===== src/slr_pkg.sv =====
// ============================================================================
// slr_pkg
// Shared types and constants for the slope line rasterizer.
// ============================================================================
`default_nettype none

package slr_pkg;

    // coordinate width of every point and pixel field
    localparam int COORD_BITS = 12;
    localparam int COLOR_BITS = 32;
    localparam int SLOPE_BITS = COORD_BITS + 1;
    localparam int CNT_W      = $clog2(COORD_BITS);

    // stream payload widths, padded to whole bytes
    localparam int S_TDATA_W = ((4 * COORD_BITS + COLOR_BITS + 7) / 8) * 8;
    localparam int M_TDATA_W = ((2 * COORD_BITS + COLOR_BITS + 7) / 8) * 8;

    // item kinds carried in s_tuser
    typedef enum logic {
        FUNC_LOAD = 1'b0,
        FUNC_STEP = 1'b1
    } slr_func_t;

    // controller states
    typedef enum logic [1:0] {
        ST_IDLE,
        ST_DIVIDE,
        ST_FIXUP
    } slr_state_t;

    // commands from controller to datapath
    typedef struct packed {
        logic load;
        logic step;
        logic div_step;
        logic div_fix;
    } slr_cmd_t;

    // status from datapath to controller
    typedef struct packed {
        logic out_free;
    } slr_stat_t;

endpackage : slr_pkg

`default_nettype wire


===== src/slr_ctrl.sv =====
// ============================================================================
// slr_ctrl
// Sequencer: accepts items, runs the slope division one quotient bit per
// cycle after a load, and issues commands to the datapath.
// ============================================================================
`default_nettype none

module slr_ctrl (
    input  wire logic              aclk,
    input  wire logic              aresetn,
    input  wire logic              s_tvalid,
    output logic                   s_tready,
    input  wire logic              s_tuser,
    input  wire slr_pkg::slr_stat_t stat,
    output slr_pkg::slr_cmd_t      cmd
);
    import slr_pkg::*;

    slr_state_t       state_reg, state_next;
    logic [CNT_W-1:0] cnt_reg, cnt_next;
    logic             accept;

    // state and bit counter
    always_ff @(posedge aclk) begin
        if (!aresetn) begin
            state_reg <= ST_IDLE;
            cnt_reg   <= '0;
        end else begin
            state_reg <= state_next;
            cnt_reg   <= cnt_next;
        end
    end

    // next state and commands
    always_comb begin
        state_next = state_reg;
        cnt_next   = cnt_reg;
        cmd        = '0;
        s_tready   = 1'b0;
        accept     = 1'b0;
        case (state_reg)
            ST_IDLE: begin
                s_tready = stat.out_free;
                accept   = s_tvalid && stat.out_free;
                if (accept && (s_tuser == FUNC_LOAD)) begin
                    cmd.load   = 1'b1;
                    cnt_next   = CNT_W'(COORD_BITS - 1);
                    state_next = ST_DIVIDE;
                end else if (accept) begin
                    cmd.step = 1'b1;
                end
            end
            ST_DIVIDE: begin
                cmd.div_step = 1'b1;
                cnt_next     = cnt_reg - 1'b1;
                if (cnt_reg == '0) begin
                    state_next = ST_FIXUP;
                end
            end
            ST_FIXUP: begin
                cmd.div_fix = 1'b1;
                state_next  = ST_IDLE;
            end
            default: begin
                state_next = ST_IDLE;
            end
        endcase
    end

    // no item is taken while the division runs
    a_busy_no_ready: assert property (@(posedge aclk) disable iff (!aresetn)
        (state_reg != ST_IDLE) |-> !s_tready)
        else $error("item accepted during division");

    // a load always starts a full division
    a_load_divides: assert property (@(posedge aclk) disable iff (!aresetn)
        cmd.load |=> (state_reg == ST_DIVIDE) && (cnt_reg == CNT_W'(COORD_BITS - 1)))
        else $error("load did not start the division");

    // the fixup follows the last quotient bit
    a_fix_after_div: assert property (@(posedge aclk) disable iff (!aresetn)
        (state_reg == ST_FIXUP) |-> $past(state_reg == ST_DIVIDE) && $past(cnt_reg == '0))
        else $error("fixup without finished division");

endmodule : slr_ctrl

`default_nettype wire


===== src/slr_datapath.sv =====
// ============================================================================
// slr_datapath
// Segment registers, restoring divider for the slope, the per-pixel
// stepper and the output register.
// ============================================================================
`default_nettype none

module slr_datapath (
    input  wire logic                   aclk,
    input  wire logic                   aresetn,
    input  wire slr_pkg::slr_cmd_t      cmd,
    output slr_pkg::slr_stat_t          stat,
    input  wire logic [slr_pkg::COORD_BITS-1:0] start_x,
    input  wire logic [slr_pkg::COORD_BITS-1:0] start_y,
    input  wire logic [slr_pkg::COORD_BITS-1:0] end_x,
    input  wire logic [slr_pkg::COORD_BITS-1:0] end_y,
    input  wire logic [slr_pkg::COLOR_BITS-1:0] color,
    output logic                        m_tvalid,
    input  wire logic                   m_tready,
    output logic [slr_pkg::COORD_BITS-1:0] pixel_x,
    output logic [slr_pkg::COORD_BITS-1:0] pixel_y,
    output logic [slr_pkg::COLOR_BITS-1:0] pixel_color,
    output logic                        m_tlast
);
    import slr_pkg::*;

    // segment state
    logic [COORD_BITS-1:0] cursor_x_reg, cursor_x_next;
    logic [COORD_BITS-1:0] cursor_y_reg, cursor_y_next;
    logic [COORD_BITS-1:0] frac_reg, frac_next;
    logic [SLOPE_BITS-1:0] quot_reg, quot_next;
    logic [COORD_BITS-1:0] srem_reg, srem_next;
    logic [COORD_BITS-1:0] run_reg, run_next;
    logic [COORD_BITS-1:0] limit_reg, limit_next;
    logic                  vert_reg, vert_next;
    logic                  active_reg, active_next;
    logic [COLOR_BITS-1:0] color_reg, color_next;

    // divider state
    logic [COORD_BITS-1:0] div_rem_reg, div_rem_next;
    logic [COORD_BITS-1:0] div_quo_reg, div_quo_next;
    logic                  dy_neg_reg, dy_neg_next;

    // output register
    logic                  out_valid_reg, out_valid_next;
    logic [COORD_BITS-1:0] out_x_reg, out_x_next;
    logic [COORD_BITS-1:0] out_y_reg, out_y_next;
    logic [COLOR_BITS-1:0] out_color_reg, out_color_next;
    logic                  out_last_reg, out_last_next;

    // load helpers
    logic                  swap;
    logic [COORD_BITS-1:0] ax, ay, bx, by;
    logic [COORD_BITS:0]   rem_shift;
    logic [COORD_BITS:0]   frac_sum;
    logic                  frac_carry;
    logic [COORD_BITS-1:0] step_x, step_y;

    // endpoint ordering: x rising, or y rising on a vertical line
    always_comb begin
        swap = (start_x > end_x) || ((start_x == end_x) && (start_y > end_y));
        ax   = swap ? end_x   : start_x;
        ay   = swap ? end_y   : start_y;
        bx   = swap ? start_x : end_x;
        by   = swap ? start_y : end_y;
    end

    // one restoring division step
    assign rem_shift = {div_rem_reg, div_quo_reg[COORD_BITS-1]};

    // fraction accumulate for the non-vertical step
    assign frac_sum   = {1'b0, frac_reg} + {1'b0, srem_reg};
    assign frac_carry = (frac_sum >= {1'b0, run_reg});
    assign step_x     = cursor_x_reg + 1'b1;
    assign step_y     = cursor_y_reg + quot_reg[COORD_BITS-1:0]
                        + {{(COORD_BITS-1){1'b0}}, frac_carry};

    always_comb begin
        cursor_x_next  = cursor_x_reg;
        cursor_y_next  = cursor_y_reg;
        frac_next      = frac_reg;
        quot_next      = quot_reg;
        srem_next      = srem_reg;
        run_next       = run_reg;
        limit_next     = limit_reg;
        vert_next      = vert_reg;
        active_next    = active_reg;
        color_next     = color_reg;
        div_rem_next   = div_rem_reg;
        div_quo_next   = div_quo_reg;
        dy_neg_next    = dy_neg_reg;
        out_valid_next = out_valid_reg && !m_tready;
        out_x_next     = out_x_reg;
        out_y_next     = out_y_reg;
        out_color_next = out_color_reg;
        out_last_next  = out_last_reg;

        // load: latch segment, prime the divider with |dy| over dx
        if (cmd.load) begin
            color_next    = color;
            cursor_x_next = ax;
            cursor_y_next = ay;
            frac_next     = '0;
            vert_next     = (ax == bx);
            limit_next    = (ax == bx) ? by : bx;
            run_next      = (ax == bx) ? '0 : bx - ax;
            quot_next     = '0;
            srem_next     = '0;
            active_next   = (ax == bx) && (ay < by);
            dy_neg_next   = (ay > by);
            div_quo_next  = (ay > by) ? ay - by : by - ay;
            div_rem_next  = '0;
        end

        // division: one quotient bit per cycle
        if (cmd.div_step) begin
            if (rem_shift >= {1'b0, run_reg}) begin
                div_rem_next = COORD_BITS'(rem_shift - {1'b0, run_reg});
                div_quo_next = {div_quo_reg[COORD_BITS-2:0], 1'b1};
            end else begin
                div_rem_next = rem_shift[COORD_BITS-1:0];
                div_quo_next = {div_quo_reg[COORD_BITS-2:0], 1'b0};
            end
        end

        // latch the slope, with floor correction for a falling line
        if (cmd.div_fix && !vert_reg) begin
            active_next = 1'b1;
            if (!dy_neg_reg) begin
                quot_next = {1'b0, div_quo_reg};
                srem_next = div_rem_reg;
            end else if (div_rem_reg == '0) begin
                quot_next = SLOPE_BITS'(0) - {1'b0, div_quo_reg};
                srem_next = '0;
            end else begin
                quot_next = ~{1'b0, div_quo_reg};
                srem_next = run_reg - div_rem_reg;
            end
        end

        // step: emit the current pixel and advance
        if (cmd.step && active_reg) begin
            out_valid_next = 1'b1;
            out_x_next     = cursor_x_reg;
            out_y_next     = cursor_y_reg;
            out_color_next = color_reg;
            if (vert_reg) begin
                cursor_y_next = cursor_y_reg + 1'b1;
                active_next   = !((cursor_y_next == limit_reg) || (cursor_y_next == '0));
            end else begin
                cursor_x_next = step_x;
                cursor_y_next = step_y;
                frac_next     = frac_carry ? COORD_BITS'(frac_sum - {1'b0, run_reg})
                                           : frac_sum[COORD_BITS-1:0];
                active_next   = !((step_x == limit_reg) || (step_x == '0));
            end
            out_last_next = !active_next;
        end
    end

    // control registers
    always_ff @(posedge aclk) begin
        if (!aresetn) begin
            active_reg    <= 1'b0;
            vert_reg      <= 1'b0;
            out_valid_reg <= 1'b0;
        end else begin
            active_reg    <= active_next;
            vert_reg      <= vert_next;
            out_valid_reg <= out_valid_next;
        end
    end

    // payload registers
    always_ff @(posedge aclk) begin
        cursor_x_reg  <= cursor_x_next;
        cursor_y_reg  <= cursor_y_next;
        frac_reg      <= frac_next;
        quot_reg      <= quot_next;
        srem_reg      <= srem_next;
        run_reg       <= run_next;
        limit_reg     <= limit_next;
        color_reg     <= color_next;
        div_rem_reg   <= div_rem_next;
        div_quo_reg   <= div_quo_next;
        dy_neg_reg    <= dy_neg_next;
        out_x_reg     <= out_x_next;
        out_y_reg     <= out_y_next;
        out_color_reg <= out_color_next;
        out_last_reg  <= out_last_next;
    end

    assign stat.out_free = !out_valid_reg || m_tready;
    assign m_tvalid      = out_valid_reg;
    assign pixel_x       = out_x_reg;
    assign pixel_y       = out_y_reg;
    assign pixel_color   = out_color_reg;
    assign m_tlast       = out_last_reg;

    // accumulated fraction stays below the run on an active sloped line
    a_frac_below_run: assert property (@(posedge aclk) disable iff (!aresetn)
        (active_reg && !vert_reg) |-> (frac_reg < run_reg))
        else $error("fraction accumulator out of range");

    // slope remainder stays below the run on an active sloped line
    a_srem_below_run: assert property (@(posedge aclk) disable iff (!aresetn)
        (active_reg && !vert_reg) |-> (srem_reg < run_reg))
        else $error("slope remainder out of range");

endmodule : slr_datapath

`default_nettype wire


===== src/slope_line_rasterizer_top.sv =====
// ============================================================================
// slope_line_rasterizer_top
// Line pixel generator: a load item latches a segment, each step item
// emits the next pixel of it.
//
//   channel | dir | tdata (low bit up)                         | tuser / tlast
//   s_      | in  | start_x, start_y, end_x, end_y, color, pad  | tuser: func
//   m_      | out | pixel_x, pixel_y, pixel_color, pad         | tlast: last
//
// A step item emits one pixel; a pixel stream runs at one pixel per cycle
// while m_tready is high. A load item runs ST_DIVIDE, where the restoring
// divider forms the slope one quotient bit per cycle, and then ST_FIXUP.
// Reset (aresetn low, synchronous) leaves no line loaded and no pixel pending.
// A held result stalls input only while m_tready is low.
// ============================================================================
`default_nettype none

module slope_line_rasterizer_top (
    input  wire logic                          aclk,
    input  wire logic                          aresetn,
    input  wire logic                          s_tvalid,
    output logic                               s_tready,
    // start_x, start_y, end_x, end_y, color, zero pad
    input  wire logic [slr_pkg::S_TDATA_W-1:0] s_tdata,
    // func
    input  wire logic                          s_tuser,
    output logic                               m_tvalid,
    input  wire logic                          m_tready,
    // pixel_x, pixel_y, pixel_color, zero pad
    output logic [slr_pkg::M_TDATA_W-1:0]      m_tdata,
    output logic                               m_tlast
);
    import slr_pkg::*;

    slr_cmd_t              cmd;
    slr_stat_t             stat;
    logic [COORD_BITS-1:0] pixel_x, pixel_y;
    logic [COLOR_BITS-1:0] pixel_color;

    slr_ctrl u_ctrl (
        .aclk     (aclk),
        .aresetn  (aresetn),
        .s_tvalid (s_tvalid),
        .s_tready (s_tready),
        .s_tuser  (s_tuser),
        .stat     (stat),
        .cmd      (cmd)
    );

    slr_datapath u_datapath (
        .aclk        (aclk),
        .aresetn     (aresetn),
        .cmd         (cmd),
        .stat        (stat),
        .start_x     (s_tdata[0*COORD_BITS +: COORD_BITS]),
        .start_y     (s_tdata[1*COORD_BITS +: COORD_BITS]),
        .end_x       (s_tdata[2*COORD_BITS +: COORD_BITS]),
        .end_y       (s_tdata[3*COORD_BITS +: COORD_BITS]),
        .color       (s_tdata[4*COORD_BITS +: COLOR_BITS]),
        .m_tvalid    (m_tvalid),
        .m_tready    (m_tready),
        .pixel_x     (pixel_x),
        .pixel_y     (pixel_y),
        .pixel_color (pixel_color),
        .m_tlast     (m_tlast)
    );

    // pack the result payload
    assign m_tdata = M_TDATA_W'({pixel_color, pixel_y, pixel_x});

endmodule : slope_line_rasterizer_top

`default_nettype wire

===== config.mk =====
export PLATFORM = sky130hd
export DESIGN_NAME = slope_line_rasterizer_top
export DESIGN_NICKNAME = d
export VERILOG_FILES = /design/src/slr_pkg.sv /design/src/slr_ctrl.sv /design/src/slr_datapath.sv /design/src/slope_line_rasterizer_top.sv
export SDC_FILE = /design/constraint.sdc
export NUM_CORES = 1
export LEC_CHECK = 0
export ABC_AREA = 1
export BUFFER_PORTS_ARGS = -buffer_cell sky130_fd_sc_hd__buf_2
export CELL_PAD_IN_SITES_DETAIL_PLACEMENT = 2
export CELL_PAD_IN_SITES_GLOBAL_PLACEMENT = 2
export CORE_UTILIZATION = 32
export CTS_BUF_LIST = sky130_fd_sc_hd__clkbuf_16
export DETAILED_ROUTE_END_ITERATION = 6
export PLACE_DENSITY = 0.72
export SKIP_LAST_GASP = 1
export SLEW_MARGIN = 20
export SYNTH_ARGS = -nofsm -noshare
export SYNTH_HDL_FRONTEND = slang
export SYNTH_SLANG_ARGS = --single-unit
export TNS_END_PERCENT = 10

===== constraint.sdc =====
create_clock -name aclk -period 5.4 [get_ports aclk]
set_clock_uncertainty 0.1 [all_clocks]
set_input_delay 0.27 -clock aclk [delete_from_list [all_inputs] [get_ports aclk]]
set_output_delay 0.27 -clock aclk [all_outputs]
set_load 0.03 [all_outputs]

# Word level (Yosys, flattened, before mapping)
# Index checks and enable logic that the tools add are counted.
[classes]
add_sub_neg = 13
mul = 0
div = 0
magnitude_cmp = 6
n_eq_ne = 8
n_shift = 0
n_mux = 47
n_bitwise = 2
n_reduce_logical = 29
[op_table]
columns = ["operator", "count"]
rows = [
  ["$mux W12", 28],
  ["$sub A12 B12 Y12", 6],
  ["$eq A12 B12 Y1", 4],
  ["$gt A12 B12 Y1", 3],
  ["$logic_not A12 Y1", 3],
  ["$ge A13 B12 Y1", 2],
  ["$add A12 B1 Y12 const B", 2],
  ["$add A12 B12 Y13", 1],
  ["$mux W1", 13],
  ["$add A12 B1 Y12", 1],
  ["$add A12 B12 Y12", 1],
  ["$lt A12 B12 Y1", 1],
  ["$not A12 Y12", 1],
  ["$sub A1 B12 Y12 const A", 1],
  ["$pmux W4 S2", 1],
  ["$reduce_bool A2 Y1", 4],
  ["$logic_and A1 B1 Y1", 7],
  ["$logic_not A1 Y1", 6],
  ["$mux W2", 3],
  ["$logic_not A4 Y1", 1],
  ["$logic_or A1 B1 Y1", 4],
  ["$mux W4", 1],
  ["$ne A2 B1 Y1 const B", 2],
  ["$pmux W2 S2", 1],
  ["7 further kinds", 8],
]
[totals]
ff_bits = 207
latchBits = 0
mem_bits_rw = 0
rom_bits = 0
input_bits = 85
out_inout_bits = 59
word_cells = 125
mem_count = 0

# Depth between registers and ports, before layout
[depth]
word_depth = 9
ltp_mapped = 32
ltp_nobuf = 32

# By module
# Synthesis repeated with hierarchy kept, for this count alone.
[hier_totals]
hier_cells = 1758
area_unflattened_um2 = 14056.0
[modules_own_cells]
columns = ["module", "n_inst", "cells_per_inst", "area_each_um2"]
rows = [
  ["slr_datapath", 1, 1706, 13704.4],
  ["slr_ctrl", 1, 52, 351.6],
]

# Worst setup path before layout
# Ideal clock, no wire load.
[synth_path]
path_type = "flip-flop to flip-flop"
from = "reg u_datapath.srem_reg[0]"
to = "reg u_datapath.cursor_y_reg[10], data pin"
setup_ns = 0.350
arrival_ns = 4.641
slack_ns = 0.309
stages_incl_launch_ff = 33
path_cell_list = "edfxtp_1 ha_1 fa_1 nand3_1 nand2_1 nand4_1 o211ai_1 a21o_1 a21oi_1 xor2_1 ha_1 nand2_1 nor2_1 nand3_1 o2111ai_1 o21ai_0 nand2_1 inv_1 fa_1 fa_1 inv_1 nand2_1 nand2_1 a21oi_1 o21ai_0 a31oi_1 nor2_1 o21ai_0 nand2_1 xnor2_1 nand2_1 o211ai_1 o21ai_0"
[synth_between]
elab_chain_cells = 5
[synth_rtl]
columns = ["item", "line", "source"]
rows = [
  ["start: declaration", "slr_datapath.sv:32", "logic [COORD_BITS-1:0] srem_reg, srem_next;"],
  ["start signal: assignment", "slr_datapath.sv:180", "srem_reg <= srem_next;"],
  ["$add A12 B12 Y13", "slr_datapath.sv:72", "assign frac_sum = {1'b0, frac_reg} + {1'b0, srem_reg};"],
  ["$ge A13 B12 Y1", "slr_datapath.sv:73", "assign frac_carry = (frac_sum >= {1'b0, run_reg});"],
  ["$add A12 B1 Y12", "slr_datapath.sv:76", "+ {{(COORD_BITS-1){1'b0}}, frac_carry};"],
  ["$mux W12", "slr_datapath.sv:147", "if (vert_reg) begin"],
  ["$mux W12", "slr_datapath.sv:142", "if (cmd.step && active_reg) begin"],
  ["net u_datapath.cursor_y_next[10]", "slr_datapath.sv:29", "logic [COORD_BITS-1:0] cursor_y_reg, cursor_y_next;"],
  ["end signal: assignment", "slr_datapath.sv:177", "cursor_y_reg <= cursor_y_next;"],
  ["end: declaration", "slr_datapath.sv:29", ""],
]
# The timed path passes the listed nets, and every way through them passes these cells.
# A chain may end at the register's enable or synchronous reset.

# Final worst setup path
[layout_path]
from = "reg u_datapath.srem_reg[0]"
to = "reg u_datapath.cursor_y_reg[8], data pin"
# Same word-level chain as after synthesis.

==> impl_results.html <==
<table>
<tr><th>Metric</th><th>Value</th></tr>
<tr><th colspan="2">Place</th></tr>
<tr><td>Final weighted congestion in routability-driven placement</td><td>0.8542</td></tr>
<tr><td>PortBufs</td><td>143</td></tr>
<tr><td>Hpwl dp</td><td>40640 µm</td></tr>
<tr><td>Number of cells after detailed placement</td><td>2456</td></tr>
<tr><td>Placed cell areas</td><td>15400 µm²</td></tr>
<tr><th colspan="2">Synthesis</th></tr>
<tr><td>Post-synth net total</td><td>1929</td></tr>
<tr><td>Total of warnings raised by yosys</td><td>0</td></tr>
<tr><td>Synth Register Bits</td><td>207</td></tr>
<tr><td>FFs w/ async S/R, synth</td><td>0%</td></tr>
<tr><td>Largest family of logic cells by synthesized area</td><td>simple AND/OR/NAND/NOR gates</td></tr>
<tr><td>Share of synthesized area spent on multiplexers</td><td>0%</td></tr>
<tr><td>EDFF count, synth</td><td>174</td></tr>
<tr><td>Compound-Gate Fraction of Synth Area</td><td>12.93%</td></tr>
<tr><td>Register area share after synthesis</td><td>41.89%</td></tr>
<tr><td>Post-synthesis cell count</td><td>1749</td></tr>
<tr><td>Share of the synthesized netlist area taken by xor and xnor gates</td><td>4.363%</td></tr>
<tr><td>Post-Synth Adder-Cell Area</td><td>8.780%</td></tr>
<tr><td>Area fraction in and, or, nand and nor cells after synthesis</td><td>24.03%</td></tr>
<tr><td>Post-synthesis average cell area</td><td>8.034 µm²</td></tr>
<tr><td>Commonest register cell after synthesis</td><td>sky130_fd_sc_hd__edfxtp_1</td></tr>
<tr><td>Synth Cell Area</td><td>14050 µm²</td></tr>
<tr><td>Number of distinct standard cells referenced by the synthesized netlist</td><td>56</td></tr>
<tr><th colspan="2">Global routing</th></tr>
<tr><td>Via count of the first global-routing pass</td><td>14240</td></tr>
<tr><td>Number of antenna violations at the first check in global routing</td><td>2</td></tr>
<tr><td>Pin count of the biggest net entering global routing</td><td>54</td></tr>
<tr><td>Global-route wire length before repair</td><td>82030 µm</td></tr>
<tr><td>GRT Overall Usage</td><td>23.85%</td></tr>
<tr><td>Total gr overflow</td><td>0</td></tr>
<tr><th colspan="2">Routing</th></tr>
<tr><td>Overall via count from detail_route</td><td>13190</td></tr>
<tr><td>Drt wl/cell</td><td>21.15 µm</td></tr>
<tr><td>DR DRC count</td><td>0</td></tr>
<tr><td>Total iterations of the first detailed-routing run</td><td>5</td></tr>
<tr><td>Drt initial violations</td><td>698</td></tr>
<tr><td>Vias per cell</td><td>5.157</td></tr>
<tr><td>Final wirelength</td><td>54080 µm</td></tr>
<tr><td>Antenna viol nets, final</td><td>0</td></tr>
<tr><th colspan="2">Floorplanning</th></tr>
<tr><td>Overall die width</td><td>211.5 µm</td></tr>
<tr><td>Starting utilization of the core area</td><td>32.55%</td></tr>
<tr><td>Floorplan row count</td><td>76</td></tr>
<tr><td>Floorplan die area</td><td>44750 µm²</td></tr>
<tr><td>Height of the chip</td><td>211.5 µm</td></tr>
<tr><td>Area of the core region</td><td>43170 µm²</td></tr>
<tr><td>I/O pin count</td><td>144</td></tr>
<tr><th colspan="2">Cells and area</th></tr>
<tr><td>Post-Layout Cell Count</td><td>2557</td></tr>
<tr><td>Fraction of final layout cells with drive strength greater than 1</td><td>17.34%</td></tr>
<tr><td>Combined area of the multi-input logic cells</td><td>7246 µm²</td></tr>
<tr><td>Syn-to-layout area delta</td><td>21.01%</td></tr>
<tr><td>Antenna diode instance count</td><td>0</td></tr>
<tr><td>Count of fill cells added during filler insertion</td><td>4953</td></tr>
<tr><td>FF/Latch Area</td><td>5886 µm²</td></tr>
<tr><td>Post-route design area</td><td>17000 µm²</td></tr>
<tr><td>Post-layout net count</td><td>2132</td></tr>
<tr><th colspan="2">Setup path</th></tr>
<tr><td>Biggest fanout along the worst timing path</td><td>3</td></tr>
<tr><td>Critical path's largest stage delay</td><td>0.41 ns</td></tr>
<tr><td>Crit start category</td><td>register</td></tr>
<tr><td>Cell type with the highest occurrence count on the critical path</td><td>sky130_fd_sc_hd__nand2_2</td></tr>
<tr><td>Data arrival time of the worst path</td><td>5.62 ns</td></tr>
<tr><td>Kind of critical path</td><td>register to register</td></tr>
<tr><td>WP data required</td><td>5.60 ns</td></tr>
<tr><td>Worst path slowest cell</td><td>sky130_fd_sc_hd__edfxtp_1</td></tr>
<tr><td>Endpoint class of the critical path</td><td>register</td></tr>
<tr><th colspan="2">STA</th></tr>
<tr><td>Worst setup margin</td><td>-0.01651 ns</td></tr>
<tr><td>Worst-case headroom to the max-slew limit</td><td>36.92%</td></tr>
<tr><td>Transition time of the tightest slew-check pin</td><td>0.9451 ns</td></tr>
<tr><td>Finish-stage setup viols</td><td>3</td></tr>
<tr><td>Sum of negative setup slack</td><td>-0.03309 ns</td></tr>
<tr><td>Max Freq</td><td>0.1846 GHz</td></tr>
<tr><td>RSZ-0062 raised after global routing</td><td>yes</td></tr>
<tr><td>Tmin final</td><td>5.417 ns</td></tr>
<tr><td>Final hold violation count</td><td>0</td></tr>
<tr><td>Part of the cycle the worst path needs</td><td>100.3%</td></tr>
<tr><td>Final Slew Violations</td><td>0</td></tr>
<tr><th colspan="2">CTS</th></tr>
<tr><td>Clock-pin slew of the registers on the worst-case setup and hold paths</td><td>0.07 ns</td></tr>
<tr><td>CTS root buf</td><td>sky130_fd_sc_hd__clkbuf_16</td></tr>
<tr><td>H-tree depth</td><td>1</td></tr>
<tr><td>TritonCTS sink count</td><td>207</td></tr>
<tr><td>Num CTS Buffers</td><td>26</td></tr>
<tr><td>Worst-case clock buffer depth</td><td>3</td></tr>
<tr><td>Clock tree from TritonCTS</td><td>done</td></tr>
<tr><td>Worst-skew pair later-pin latency</td><td>0.55 ns</td></tr>
<tr><th colspan="2">Job</th></tr>
<tr><td>Number of max-cap violations</td><td>0</td></tr>
<tr><th colspan="2">Run status</th></tr>
<tr><td>Outcome</td><td>complete, but fails checks</td></tr>
<tr><td>Violations in the final reports</td><td>negative setup slack</td></tr>
<tr><th colspan="2">Power</th></tr>
<tr><td>Worst ir drop on vdd</td><td>0.0002459 V</td></tr>
<tr><td>Lkg Pwr</td><td>0.007790 µW</td></tr>
<tr><td>Power per cell area</td><td>344.7 nW/µm²</td></tr>
<tr><td>Power Total</td><td>5860 µW</td></tr>
<tr><th colspan="2">Hold path</th></tr>
<tr><td>Class of the worst hold path</td><td>primary input to register</td></tr>
</table>
[report_power, final]
group	internal (µW)	leakage, µW	switching (µW)
Sequential	1900	0.00189	140
Combinational	689	0.00546	1250
Clock	1110	0.000439	770
Total	3700	0.00779	2160
[per-stage QoR]
step	setup slack, ns	utilization [%]	hold WS (ns)
after floorplan	0.3091	-	0.2689
after global placement	-0.05105	35.67	0.3015
after detailed placement	-0.3883	35.67	0.3056
after CTS	0.007441	38.84	0.1192
after global routing	-0.2723	39.38	0.1577
final	-0.01651	39.38	0.1358
[Yosys cell counts (7+ instances only)]
master / instances / area, µm²
sky130_fd_sc_hd__nand2_1: 494 / 1854
sky130_fd_sc_hd__inv_1: 205 / 769.5
sky130_fd_sc_hd__edfxtp_1: 174 / 5225
sky130_fd_sc_hd__o21ai_0: 122 / 610.6
sky130_fd_sc_hd__a21oi_1: 118 / 590.6
sky130_fd_sc_hd__nand3_1: 110 / 550.5
sky130_fd_sc_hd__ha_1: 89 / 1114
sky130_fd_sc_hd__nor2_1: 84 / 315.3
sky130_fd_sc_hd__xor2_1: 51 / 446.7
sky130_fd_sc_hd__dfxtp_1: 33 / 660.6
sky130_fd_sc_hd__nand4_1: 25 / 156.4
sky130_fd_sc_hd__clkbuf_1: 20 / 75.07
sky130_fd_sc_hd__o21ai_1: 19 / 95.09
sky130_fd_sc_hd__xnor2_1: 19 / 166.4
sky130_fd_sc_hd__nand2_2: 18 / 112.6
sky130_fd_sc_hd__nor3_1: 14 / 70.07
sky130_fd_sc_hd__o211ai_1: 13 / 97.59
sky130_fd_sc_hd__inv_2: 12 / 45.04
sky130_fd_sc_hd__or2_2: 10 / 62.56
sky130_fd_sc_hd__buf_4: 9 / 67.56
sky130_fd_sc_hd__buf_6: 9 / 101.4
sky130_fd_sc_hd__nor4_1: 8 / 50.05
sky130_fd_sc_hd__o21ai_2: 8 / 70.07
sky130_fd_sc_hd__a31oi_1: 7 / 43.79
sky130_fd_sc_hd__buf_2: 7 / 35.03
sky130_fd_sc_hd__o22ai_1: 7 / 43.79
[worst max-delay path: cells and delay by family (launching register included)]
family                     cells  cell delay (ns)
adders and majority gates      5             1.70
AOI/OAI and AO/OA             11             1.47
and+or+nand+nor                9             0.78
buffers and inverters          5             0.54
DFF                            1             0.41
xor gates and xnor gates       1             0.12
[placed cells by master (no fill, tap or decap), drive strengths merged, types with 4 or more instances in the layout]
cell	synthesis	layout
clkinv	3	11
nand4	25	25
nor4	8	8
inv	217	221
a31oi	7	7
clkinvlp	0	5
bufinv	0	4
nand3	114	114
o21bai	4	4
dlygate4sd3	0	34
nor3	14	14
buf	27	188
dfxtp	33	33
edfxtp	174	174
a21oi	122	122
fa	6	6
a21o	6	6
o211ai	13	13
a211oi	4	4
nor2	91	91
o22ai	7	7
o21ai	149	149
ha	89	89
clkbuf	20	27
xnor2	19	19
xor2	51	51
nand2	515	515
or2	11	11
[repair_timing]
item	CTS	global route
gates cloned	0	0
setup endpoints to repair	6	6
hold buffers	34	0
gates resized for setup	17	42
setup buffers	9	10
pin swaps	9	31
endpoints found under the hold margin	36	0
[cell families after synthesis]
family / after synthesis
DFF: 207
xor gates and xnor gates: 70
buffers and inverters: 267
adders and majority gates: 95
AOI/OAI and AO/OA: 326
and+or+nand+nor: 784
[final timing paths]
path,start,to,slack [ns],cells past startpoint
max,u_datapath.srem_reg[0]$_SDFFCE_PN0P_,u_datapath.cursor_y_reg[8]$_DFFE_PP_,-0.02,31
min,s_tdata[12],u_datapath.limit_reg[0]$_DFFE_PP_,0.14,5
max reg2reg,u_datapath.srem_reg[0]$_SDFFCE_PN0P_,u_datapath.cursor_y_reg[8]$_DFFE_PP_,-0.02,31
min reg2reg,u_datapath.color_reg[24]$_DFFE_PP_,u_datapath.pixel_color[24]$_DFFE_PP_,0.32,0
[routing by layer]
layer	vias up	global-route usage (%)	part of all wire [%]
met2	228	42.59	50
met1	6612	30.75	45
met3	59	2.344	3.4
met4	0	5.697	2.1
li1	6287	-	-
met5	-	0	0
[final cells by class]
class,count,share of cell area (%)
repair buffers,222,8.242
well taps,585,4.305
inverters,220,4.872
multi-input cells,1275,42.62
flip-flops and latches,207,34.62
clock inverters,21,1.376
clock buffers,27,3.974
Power figures use the tool's default switching activity.
